[src/sv/rde_pkg.sv]
`default_nettype none
package rde_pkg;

    localparam int ROUTE_ENTRIES = 16;
    localparam int SEEN_ENTRIES  = 16;
    localparam int RT_IW = $clog2(ROUTE_ENTRIES);
    localparam int SK_IW = $clog2(SEEN_ENTRIES);
    localparam int SCAN_IW = (RT_IW > SK_IW) ? RT_IW : SK_IW;

    localparam logic [15:0] BCAST_ADDR = 16'hFFFF;
    localparam logic [7:0]  MAX_LQI    = 8'hFF;

    localparam logic [0:0] CFG_MY_ADDRESS    = 1'b0;
    localparam logic [0:0] CFG_TOTAL_DEVICES = 1'b1;

    typedef enum logic [1:0] {
        CMD_RREQ  = 2'd0,
        CMD_RREP  = 2'd1,
        CMD_ORIG  = 2'd2,
        CMD_NOP   = 2'd3
    } cmd_t;

    typedef enum logic [2:0] {
        ACT_NONE     = 3'd0,
        ACT_FWD_RREQ = 3'd1,
        ACT_SEND_REP = 3'd2,
        ACT_FWD_REP  = 3'd3,
        ACT_ORIG_REQ = 3'd4
    } act_t;

    typedef enum logic [2:0] {
        ST_OK       = 3'd0,
        ST_OWN      = 3'd1,
        ST_DUP      = 3'd2,
        ST_ESTAB    = 3'd3,
        ST_NO_ROUTE = 3'd4
    } stat_t;

    typedef struct packed {
        logic [1:0]  command;
        logic [15:0] source_addr;
        logic [15:0] originator;
        logic [15:0] target_addr;
        logic [15:0] request_id;
        logic [7:0]  hop_count;
        logic [7:0]  sender_energy;
        logic [7:0]  link_quality;
        logic [7:0]  own_energy;
    } in_item_t;

    typedef struct packed {
        logic [2:0]  action;
        logic [15:0] next_addr;
        logic [15:0] out_request_id;
        logic [15:0] out_originator;
        logic [15:0] out_target;
        logic [7:0]  out_hop_count;
        logic [7:0]  out_energy;
        logic [7:0]  out_link_quality;
        logic [2:0]  status;
        logic        route_updated;
    } out_item_t;

    typedef enum logic [3:0] {
        S_IDLE,
        S_SEEN_SCAN,
        S_RT1_SCAN,
        S_SC_NEW,
        S_SC_OLD,
        S_SC_CMP,
        S_RT2_SCAN,
        S_DONE,
        S_OUT
    } state_t;

    // Commands from controller to datapath
    typedef struct packed {
        logic load;         // capture input item
        logic scan_clr;     // reset scan index
        logic scan_step;    // advance scan index
        logic seen_scan;    // seen cache scan in progress
        logic rt2_sel;      // route scan looks up the originator
        logic seen_ins;     // insert originator/id into seen cache
        logic rt_ins_new;   // write route at fill pointer
        logic rt_replace;   // overwrite found route
        logic sc_new;       // compute new score
        logic sc_old;       // compute old score and compare
        logic build;        // form result
        logic ctr_inc;      // advance request counter
    } dp_cmd_t;

    // Status from datapath to controller
    typedef struct packed {
        logic [1:0] command;
        logic       orig_is_me;
        logic       seen_hit;
        logic       rt_hit;
        logic       seen_last;
        logic       rt_last;
        logic       better;
    } dp_stat_t;

    function automatic logic [7:0] sat_inc(input logic [7:0] h);
        return (h == 8'hFF) ? 8'hFF : h + 8'd1;
    endfunction

endpackage
`default_nettype wire

[src/sv/route_discovery_engine.sv]
// An item may pass through a serial scan of the seen cache and up to two serial
// scans of the route table, one entry per cycle, plus, on a route hit, three
// scoring steps (new score, old score, compare) through one shared unit. One
// item at a time: the next input beat is taken in the cycle after the result beat.
// Reset (aresetn, synchronous, low): tables empty, pointers and counter zero.
`default_nettype none
module route_discovery_engine import rde_pkg::*; (
    input  wire logic       aclk,
    input  wire logic       aresetn,
    input  wire logic       cfg_we,
    input  wire logic [0:0] cfg_idx,
    input  wire logic [15:0] cfg_data,
    input  wire logic       s_valid,
    output logic            s_ready,
    input  wire in_item_t   s_item,
    output logic            m_valid,
    input  wire logic       m_ready,
    output out_item_t       m_item
);
    dp_cmd_t  cmd;
    dp_stat_t st;

    rde_ctrl u_ctrl (
        .aclk, .aresetn, .s_valid, .s_ready, .m_valid, .m_ready, .st, .cmd
    );

    rde_dp u_dp (
        .aclk, .aresetn, .cfg_we, .cfg_idx, .cfg_data, .s_item, .cmd,
        .st, .m_item
    );
endmodule
`default_nettype wire

[src/sv/rde_ctrl.sv]
`default_nettype none
module rde_ctrl import rde_pkg::*; (
    input  wire logic     aclk,
    input  wire logic     aresetn,
    input  wire logic     s_valid,
    output logic          s_ready,
    output logic          m_valid,
    input  wire logic     m_ready,
    input  wire dp_stat_t st,
    output dp_cmd_t       cmd
);

    state_t state_reg, state_next;

    // State register
    always_ff @(posedge aclk) begin
        if (!aresetn) begin
            state_reg <= S_IDLE;
        end else begin
            state_reg <= state_next;
        end
    end

    // Next state and commands
    always_comb begin
        state_next = state_reg;
        cmd        = '0;
        s_ready    = 1'b0;
        m_valid    = 1'b0;
        case (state_reg)
            S_IDLE: begin
                s_ready = 1'b1;
                if (s_valid) begin
                    cmd.load     = 1'b1;
                    cmd.scan_clr = 1'b1;
                    state_next   = S_SEEN_SCAN;
                end
            end
            S_SEEN_SCAN: begin
                // first beat after load: dispatch on command
                cmd.seen_scan = 1'b1;
                if (st.command == CMD_RREP) begin
                    cmd.scan_clr = 1'b1;
                    state_next   = S_RT1_SCAN;
                end else if (st.command == CMD_NOP ||
                             (st.command == CMD_RREQ && st.orig_is_me)) begin
                    state_next = S_DONE;
                end else if (st.seen_hit) begin
                    if (st.command == CMD_ORIG) cmd.ctr_inc = 1'b1;
                    state_next = S_DONE;
                end else if (st.seen_last) begin
                    cmd.seen_ins = 1'b1;
                    if (st.command == CMD_ORIG) begin
                        cmd.ctr_inc = 1'b1;
                        state_next  = S_DONE;
                    end else begin
                        cmd.scan_clr = 1'b1;
                        state_next   = S_RT1_SCAN;
                    end
                end else begin
                    cmd.scan_step = 1'b1;
                end
            end
            S_RT1_SCAN: begin
                // hold the index on a hit so scoring reads that entry
                if (st.rt_hit) begin
                    state_next = S_SC_NEW;
                end else if (st.rt_last) begin
                    cmd.rt_ins_new = 1'b1;
                    cmd.scan_clr   = 1'b1;
                    state_next     = S_RT2_SCAN;
                end else begin
                    cmd.scan_step = 1'b1;
                end
            end
            S_SC_NEW: begin
                cmd.sc_new = 1'b1;
                state_next = S_SC_OLD;
            end
            S_SC_OLD: begin
                cmd.sc_old = 1'b1;
                state_next = S_SC_CMP;
            end
            S_SC_CMP: begin
                if (st.better) begin
                    cmd.rt_replace = 1'b1;
                end
                cmd.scan_clr = 1'b1;
                state_next   = S_RT2_SCAN;
            end
            S_RT2_SCAN: begin
                // reply path needs route to originator; request path skips
                cmd.rt2_sel = 1'b1;
                if (st.command != CMD_RREP || st.orig_is_me || st.rt_hit ||
                    st.rt_last) begin
                    state_next = S_DONE;
                end else begin
                    cmd.scan_step = 1'b1;
                end
            end
            S_DONE: begin
                cmd.build  = 1'b1;
                state_next = S_OUT;
            end
            S_OUT: begin
                m_valid = 1'b1;
                if (m_ready) begin
                    state_next = S_IDLE;
                end
            end
            default: state_next = S_IDLE;
        endcase
    end

    // a result never shows while an item is being taken
    assert property (@(posedge aclk) disable iff (!aresetn) !(s_ready && m_valid))
        else $error("ready and valid together");
    assert property (@(posedge aclk) disable iff (!aresetn)
        (cmd.rt_ins_new || cmd.rt_replace) |-> !cmd.seen_ins)
        else $error("route and seen write together");
    assert property (@(posedge aclk) disable iff (!aresetn)
        cmd.build |=> m_valid)
        else $error("result not presented");
    assert property (@(posedge aclk) disable iff (!aresetn)
        (m_valid && !m_ready) |=> m_valid)
        else $error("result dropped before accept");

endmodule
`default_nettype wire

[src/sv/rde_dp.sv]
`default_nettype none
module rde_dp import rde_pkg::*; (
    input  wire logic        aclk,
    input  wire logic        aresetn,
    input  wire logic        cfg_we,
    input  wire logic [0:0]  cfg_idx,
    input  wire logic [15:0] cfg_data,
    input  wire in_item_t    s_item,
    input  wire dp_cmd_t     cmd,
    output dp_stat_t         st,
    output out_item_t        m_item
);

    logic [15:0] my_addr_reg, tot_dev_reg;
    in_item_t    it_reg;

    logic [ROUTE_ENTRIES-1:0] rt_v_reg;
    logic [15:0] rt_dst  [ROUTE_ENTRIES];
    logic [15:0] rt_nh   [ROUTE_ENTRIES];
    logic [7:0]  rt_en   [ROUTE_ENTRIES];
    logic [7:0]  rt_lq   [ROUTE_ENTRIES];
    logic [7:0]  rt_hp   [ROUTE_ENTRIES];
    logic [RT_IW-1:0] rt_fill_reg;

    logic [SEEN_ENTRIES-1:0] sk_v_reg;
    logic [31:0] sk_key [SEEN_ENTRIES];
    logic [SK_IW-1:0] sk_fill_reg;
    logic [15:0] req_ctr_reg;

    logic [SCAN_IW-1:0] idx_reg;    // scan index (shared)
    logic        learned_reg;
    logic        dup_reg;
    logic        fwd_hit_reg;
    logic [15:0] fwd_nh_reg;
    logic [41:0] s_new_reg;
    logic        better_reg;
    out_item_t   out_reg;
    out_item_t   out_next;

    logic [15:0] dnorm;
    logic [15:0] seen_orig;
    logic [15:0] seen_id;
    logic [7:0]  hop_inc;
    logic [15:0] learn_key;
    logic [15:0] rt_key;
    logic [RT_IW-1:0] rt_idx;
    logic [RT_IW-1:0] rt_wr_idx;
    logic [SK_IW-1:0] sk_idx;
    logic        sk_match, rt_match, orig_is_me;

    logic [7:0]  sc_l, sc_e, sc_h;
    logic [18:0] sc_lin;
    logic [15:0] sc_diff;
    logic [31:0] sc_hop;
    logic [41:0] sc_val;

    assign dnorm     = (tot_dev_reg == 16'd0) ? 16'd1 : tot_dev_reg;
    assign hop_inc   = sat_inc(it_reg.hop_count);
    assign seen_orig = (it_reg.command == CMD_ORIG) ? my_addr_reg : it_reg.originator;
    assign seen_id   = (it_reg.command == CMD_ORIG) ? req_ctr_reg : it_reg.request_id;
    assign sk_idx    = idx_reg[SK_IW-1:0];
    assign rt_idx    = idx_reg[RT_IW-1:0];
    assign sk_match  = sk_v_reg[sk_idx] && sk_key[sk_idx] == {seen_orig, seen_id};
    // first route lookup: learned destination; second: originator
    assign learn_key = (it_reg.command == CMD_RREP) ? it_reg.target_addr : it_reg.originator;
    assign rt_key    = cmd.rt2_sel ? it_reg.originator : learn_key;
    assign rt_match  = rt_v_reg[rt_idx] && rt_dst[rt_idx] == rt_key;
    assign rt_wr_idx = cmd.rt_ins_new ? rt_fill_reg : rt_idx;
    assign orig_is_me = (it_reg.originator == my_addr_reg);

    assign st.command    = it_reg.command;
    assign st.orig_is_me = orig_is_me;
    assign st.seen_hit   = sk_match;
    assign st.rt_hit     = rt_match;
    assign st.seen_last  = (idx_reg == SCAN_IW'(SEEN_ENTRIES - 1));
    assign st.rt_last    = (idx_reg == SCAN_IW'(ROUTE_ENTRIES - 1));
    assign st.better     = better_reg;

    // shared scoring unit: new route or the found entry
    always_comb begin
        if (cmd.sc_new) begin
            sc_l = it_reg.link_quality;
            sc_e = it_reg.sender_energy;
            sc_h = hop_inc;
        end else begin
            sc_l = rt_lq[rt_idx];
            sc_e = rt_en[rt_idx];
            sc_h = rt_hp[rt_idx];
        end
        sc_diff = dnorm - {8'd0, sc_h};
        sc_lin  = 19'd500 * {11'd0, sc_l} + 19'd765 * {11'd0, sc_e};
        sc_hop  = ({8'd0, sc_h} < dnorm) ? 32'd51000 * {16'd0, sc_diff} : 32'd0;
        sc_val  = {23'd0, sc_lin} * {26'd0, dnorm} + {10'd0, sc_hop};
    end

    // configuration
    always_ff @(posedge aclk) begin
        if (!aresetn) begin
            my_addr_reg <= '0;
            tot_dev_reg <= 16'd1;
        end else if (cfg_we) begin
            case (cfg_idx)
                CFG_MY_ADDRESS:    my_addr_reg <= cfg_data;
                CFG_TOTAL_DEVICES: tot_dev_reg <= cfg_data;
                default: ;
            endcase
        end
    end

    // control-side state: pointers, valid bits, scan, item flags
    always_ff @(posedge aclk) begin
        if (!aresetn) begin
            rt_v_reg    <= '0;
            sk_v_reg    <= '0;
            rt_fill_reg <= '0;
            sk_fill_reg <= '0;
            req_ctr_reg <= '0;
            idx_reg     <= '0;
            learned_reg <= 1'b0;
            dup_reg     <= 1'b0;
            fwd_hit_reg <= 1'b0;
        end else begin
            if (cmd.scan_clr) begin
                idx_reg <= '0;
            end else if (cmd.scan_step) begin
                idx_reg <= idx_reg + SCAN_IW'(1);
            end
            if (cmd.load) begin
                learned_reg <= 1'b0;
                dup_reg     <= 1'b0;
                fwd_hit_reg <= 1'b0;
            end else begin
                if (cmd.seen_scan && sk_match) dup_reg <= 1'b1;
                if (cmd.rt2_sel && rt_match) fwd_hit_reg <= 1'b1;
                if (cmd.rt_ins_new || cmd.rt_replace) learned_reg <= 1'b1;
            end
            if (cmd.seen_ins) begin
                sk_v_reg[sk_fill_reg] <= 1'b1;
                sk_fill_reg <= (sk_fill_reg == SK_IW'(SEEN_ENTRIES - 1)) ? '0 :
                               sk_fill_reg + SK_IW'(1);
            end
            if (cmd.rt_ins_new) begin
                rt_v_reg[rt_fill_reg] <= 1'b1;
                rt_fill_reg <= (rt_fill_reg == RT_IW'(ROUTE_ENTRIES - 1)) ? '0 :
                               rt_fill_reg + RT_IW'(1);
            end
            if (cmd.ctr_inc) req_ctr_reg <= req_ctr_reg + 16'd1;
        end
    end

    // payload: item, tables, scores, result
    always_ff @(posedge aclk) begin
        if (cmd.load) it_reg <= s_item;
        if (cmd.seen_ins) sk_key[sk_fill_reg] <= {seen_orig, seen_id};
        if (cmd.rt_ins_new || cmd.rt_replace) begin
            rt_dst[rt_wr_idx] <= learn_key;
            rt_nh [rt_wr_idx] <= it_reg.source_addr;
            rt_en [rt_wr_idx] <= it_reg.sender_energy;
            rt_lq [rt_wr_idx] <= it_reg.link_quality;
            rt_hp [rt_wr_idx] <= hop_inc;
        end
        if (cmd.sc_new) s_new_reg <= sc_val;
        if (cmd.sc_old) begin
            better_reg <= ({4'd0, s_new_reg} * 46'd10) > ({4'd0, sc_val} * 46'd11);
        end
        if (cmd.rt2_sel && rt_match) fwd_nh_reg <= rt_nh[rt_idx];
        if (cmd.build) out_reg <= out_next;
    end

    // result build
    always_comb begin
        out_next = '0;
        out_next.route_updated = learned_reg;
        case (cmd_t'(it_reg.command))
            CMD_RREQ: begin
                if (orig_is_me) begin
                    out_next.status = ST_OWN;
                end else if (dup_reg) begin
                    out_next.status = ST_DUP;
                end else begin
                    out_next.out_request_id   = it_reg.request_id;
                    out_next.out_originator   = it_reg.originator;
                    out_next.out_energy       = it_reg.own_energy;
                    out_next.out_link_quality = it_reg.link_quality;
                    if (it_reg.target_addr == my_addr_reg) begin
                        out_next.action     = ACT_SEND_REP;
                        out_next.next_addr  = it_reg.source_addr;
                        out_next.out_target = my_addr_reg;
                    end else begin
                        out_next.action        = ACT_FWD_RREQ;
                        out_next.next_addr     = BCAST_ADDR;
                        out_next.out_target    = it_reg.target_addr;
                        out_next.out_hop_count = hop_inc;
                    end
                end
            end
            CMD_RREP: begin
                if (orig_is_me) begin
                    out_next.status = ST_ESTAB;
                end else if (fwd_hit_reg) begin
                    out_next.action           = ACT_FWD_REP;
                    out_next.next_addr        = fwd_nh_reg;
                    out_next.out_request_id   = it_reg.request_id;
                    out_next.out_originator   = it_reg.originator;
                    out_next.out_target       = it_reg.target_addr;
                    out_next.out_hop_count    = hop_inc;
                    out_next.out_energy       = it_reg.own_energy;
                    out_next.out_link_quality = it_reg.link_quality;
                end else begin
                    out_next.status = ST_NO_ROUTE;
                end
            end
            CMD_ORIG: begin
                out_next.action           = ACT_ORIG_REQ;
                out_next.next_addr        = BCAST_ADDR;
                out_next.out_request_id   = req_ctr_reg - 16'd1;
                out_next.out_originator   = my_addr_reg;
                out_next.out_target       = it_reg.target_addr;
                out_next.out_energy       = it_reg.own_energy;
                out_next.out_link_quality = MAX_LQI;
            end
            default: ;
        endcase
    end
    assign m_item = out_reg;

endmodule
`default_nettype wire
[config.mk]
export PLATFORM = sky130hd
export DESIGN_NAME = route_discovery_engine
export DESIGN_NICKNAME = d
export VERILOG_FILES = /design/src/sv/rde_pkg.sv /design/src/sv/route_discovery_engine.sv /design/src/sv/rde_ctrl.sv /design/src/sv/rde_dp.sv
export SDC_FILE = /design/constraint.sdc
export NUM_CORES = 2
export LEC_CHECK = 0
export BUFFER_PORTS_ARGS = -buffer_cell sky130_fd_sc_hd__buf_2
export CAP_MARGIN = 20
export CORE_MARGIN = 2
export CORE_UTILIZATION = 60
export DETAILED_ROUTE_END_ITERATION = 10
export GPL_TIMING_DRIVEN = 0
export PLACE_DENSITY_LB_ADDON = 0.25
export SKIP_CTS_REPAIR_TIMING = 1
export SLEW_MARGIN = 40
export SYNTH_ARGS = -nofsm -noshare
export SYNTH_HDL_FRONTEND = slang
export SYNTH_SLANG_ARGS = --single-unit
export TNS_END_PERCENT = 5
[constraint.sdc]
create_clock -name aclk -period 21.9 [get_ports aclk]
set_input_delay 5.475 -clock aclk [delete_from_list [all_inputs] [get_ports aclk]]
set_output_delay 5.475 -clock aclk [all_outputs]
set_load 0.02 [all_outputs]
==> results_dict.tcl <==
set metrics [dict create \
    cts.clk_slew.worst_paths_ns 0.06 \
    synth_nets 7372 \
    ys_seq_area_frac 0.553 \
    crit_buf_inv 17 \
    min_period_ns 21.08 \
    synth_cells 6338 \
    cts_sinks 1757 \
    dr.pass1.iters 6 \
    cp.required_ns 22.46 \
    ff2ff_path_depth 72 \
    die_area_um2 159000 \
    ant_nets 0 \
    gp_congestion 0.943 \
    rows 144 \
    viasPerCell 6.44 \
    cts_max_path_buffers 3 \
    initial_core_util 0.606 \
    core_um2 154000 \
    fin_crit_sh 0.963 \
    worst_clock_skew_ns 0.0766 \
    max_stage_delay_ns 0.67 \
    fin_util 0.685 \
    grt_pass1_wl_um 392000 \
    critPathMaxFanout 19 \
    worstHoldStart "u_dp.learned_reg$_SDFFE_PP0P_" \
    die_w_um 399 \
    drtIter0Drc 7732 \
    crit_path_start_kind "flip-flop" \
    num_vias 58184 \
    layout_commonest_cell "edfxtp_1" \
    hold_depth 0 \
    overflow 0 \
    regMostFlops "u_dp.sk_key" \
    finalSetupViolCount 0 \
    drive_gt1_frac 0.172 \
    place.port_buffers 216 \
    finalMaxSlewViolations 0 \
    final_cell_mix "edfxtp_1, inv_1, ha_1, nand2_1, fa_1" \
    synthArstFlopShare 0 \
    tns_ns 0 \
    numCtsBuffers 173 \
    syn-cell-area_um2 93600 \
    drcViolationCount 0 \
    ff2ff_setup_slack_ns 0.82 \
    nFillCells 10093 \
    clock.fmax_mhz 47.4 \
    multi_input_area_um2 38200 \
    grt_pass1_vias 59665 \
    final_nets 7869 \
    dp_hpwl_um 188000 \
    synthFlopType "edfxtp_1" \
    hold_viol 0 \
    hold_class "flip-flop to flip-flop" \
    h-tree-depth 4 \
    io_pins 217 \
    syn_to_final_growth_pct 13.0 \
    die_h_um 399 \
    regArea_um2 51700 \
    crit_path_frequent_cell "fa_1" \
    path_delay_family "adder cells" \
    ys_warn_count 0 \
    rr_endpoint "u_dp.better_reg$_DFFE_PP_" \
    track_usage 0.342 \
    synth.distinct_cells 87 \
    synth_edf_count 1654 \
    crit_path_end_kind "flip-flop" \
    largestRegisters "u_dp.sk_key: 512 flops, u_dp.rt_dst: 256 flops, u_dp.rt_nh: 256 flops" \
    largest_reg_flops 512 \
    wire_per_inst_um 29.6 \
    syn-mean-instance-area_um2 14.8 \
    clk_latency_ns 0.84 \
    slew_headroom 0.358 \
    status "completed" \
    cp_slowest_cell "fa_1" \
    critical_path_class "flip-flop to flip-flop" \
    tightest_slew_ns 0.959 \
    antenna_found_initial 8 \
    drv_cap 0 \
    ys_seq_elements 1757 \
    hold-path-endpoint "u_dp.m_item[0]$_DFFE_PP_" \
    clock_tree.root_cell "clkbuf_16" \
    grt_start_max_net_pins 45 \
    cts_tree "yes" \
    worstPathArrival_ns 21.65 \
    drt-total-wl_um 267000 \
]
worst register-to-register path: cells and delay by family, from the launching register on:
family	cells	cell delay, ns
buffers and inverters	17	3.19
AOI/OAI and AO/OA	16	3.42
adders and majority gates	21	9.27
DFF	1	0.45
and+or+nand+nor	11	2.24
xor gates and xnor gates	5	1.38
muxes	2	0.86
cells in the mapped netlist, types with 40 or more instances:
master / number / area (um^2)
o21ai_0: 106 / 531
a21oi_1: 209 / 1050
ha_1: 477 / 5970
mux2i_1: 113 / 1130
xnor2_1: 152 / 1330
nor3_1: 40 / 200
a22o_1: 44 / 385
edfxtp_1: 1654 / 49700
mux4_2: 359 / 8090
clkbuf_1: 161 / 604
dfxtp_1: 103 / 2060
fa_1: 437 / 8750
nand2_1: 452 / 1700
nand3_1: 50 / 250
mux2_2: 51 / 574
and2_1: 137 / 857
inv_1: 742 / 2790
nor2b_1: 51 / 319
a31oi_1: 41 / 257
nor2_1: 207 / 777
xor2_1: 132 / 1160
a21o_1: 86 / 646
kinds of logic (layout without fill, tap and decap cells):
logic type / count (synthesis) / count (layout) / share of synthesized area
flip-flops: 1757 / 1757 / 0.553
AND/OR/NAND/NOR: 1135 / 1135 / 0.0581
buffers and inverters: 1005 / 1651 / 0.0442
adder cells (fa/ha/maj): 914 / 914 / 0.157
AO/OA/AOI/OAI: 692 / 692 / 0.0489
multiplexers: 551 / 551 / 0.112
XOR/XNOR: 284 / 284 / 0.0266
other: 0 / 6 / 0
layout make-up:
cell class	count	area share
multi-input cells	3576	0.361
diodes	6	0.000142
well taps	2044	0.0242
inverters	746	0.0265
flip-flops and latches	1757	0.489
plain buffers	254	0.0137
clock buffers	212	0.0425
clock inverters	112	0.0110
repair buffers	327	0.0317
metal layers:
layer  vias up  GRT usage  wire length (um)  share of wire
li1      24118          -                 -              -
met1     29247      0.441             94100           0.35
met2      4015      0.544            126000           0.47
met3       798     0.0897             32400           0.12
met4         6      0.168             14800          0.055
met5         -          0                38        0.00014
worst max-delay path by stage:
| stage | start | end | slack [ns] | cells after the start |
|---|---|---|---|---|
| 6_report | flip-flop | u_dp.better_reg$_DFFE_PP_ | 0.82 | 72 |
| 5_1_grt | flip-flop | u_dp.better_reg$_DFFE_PP_ | -0.02 | 81 |
| 4_1_cts | flip-flop | u_dp.better_reg$_DFFE_PP_ | -2.40 | 75 |
| 3_5_place_dp | flip-flop | u_dp.better_reg$_DFFE_PP_ | -2.18 | 75 |
| 3_3_place_gp | flip-flop | u_dp.better_reg$_DFFE_PP_ | -2.66 | 73 |
| 2_1_floorplan | flip-flop | u_dp.better_reg$_DFFE_PP_ | 2.96 | 80 |
through the flow:
stage	cells	hold slack (ns)	area (um^2)	setup WS (ns)
2_1_floorplan	6338	0.409	93600	2.96
5_1_grt	9031	0.465	106000	-0.0178
6_report	9034	0.438	106000	0.815
3_5_place_dp	8707	0.428	99800	-2.18
4_1_cts	9031	0.437	105000	-2.40
3_3_place_gp	8598	0.417	97200	-2.66
Power is not shown: default switching activity piles up to over one toggle a cycle in this logic, so the estimate is an artifact.
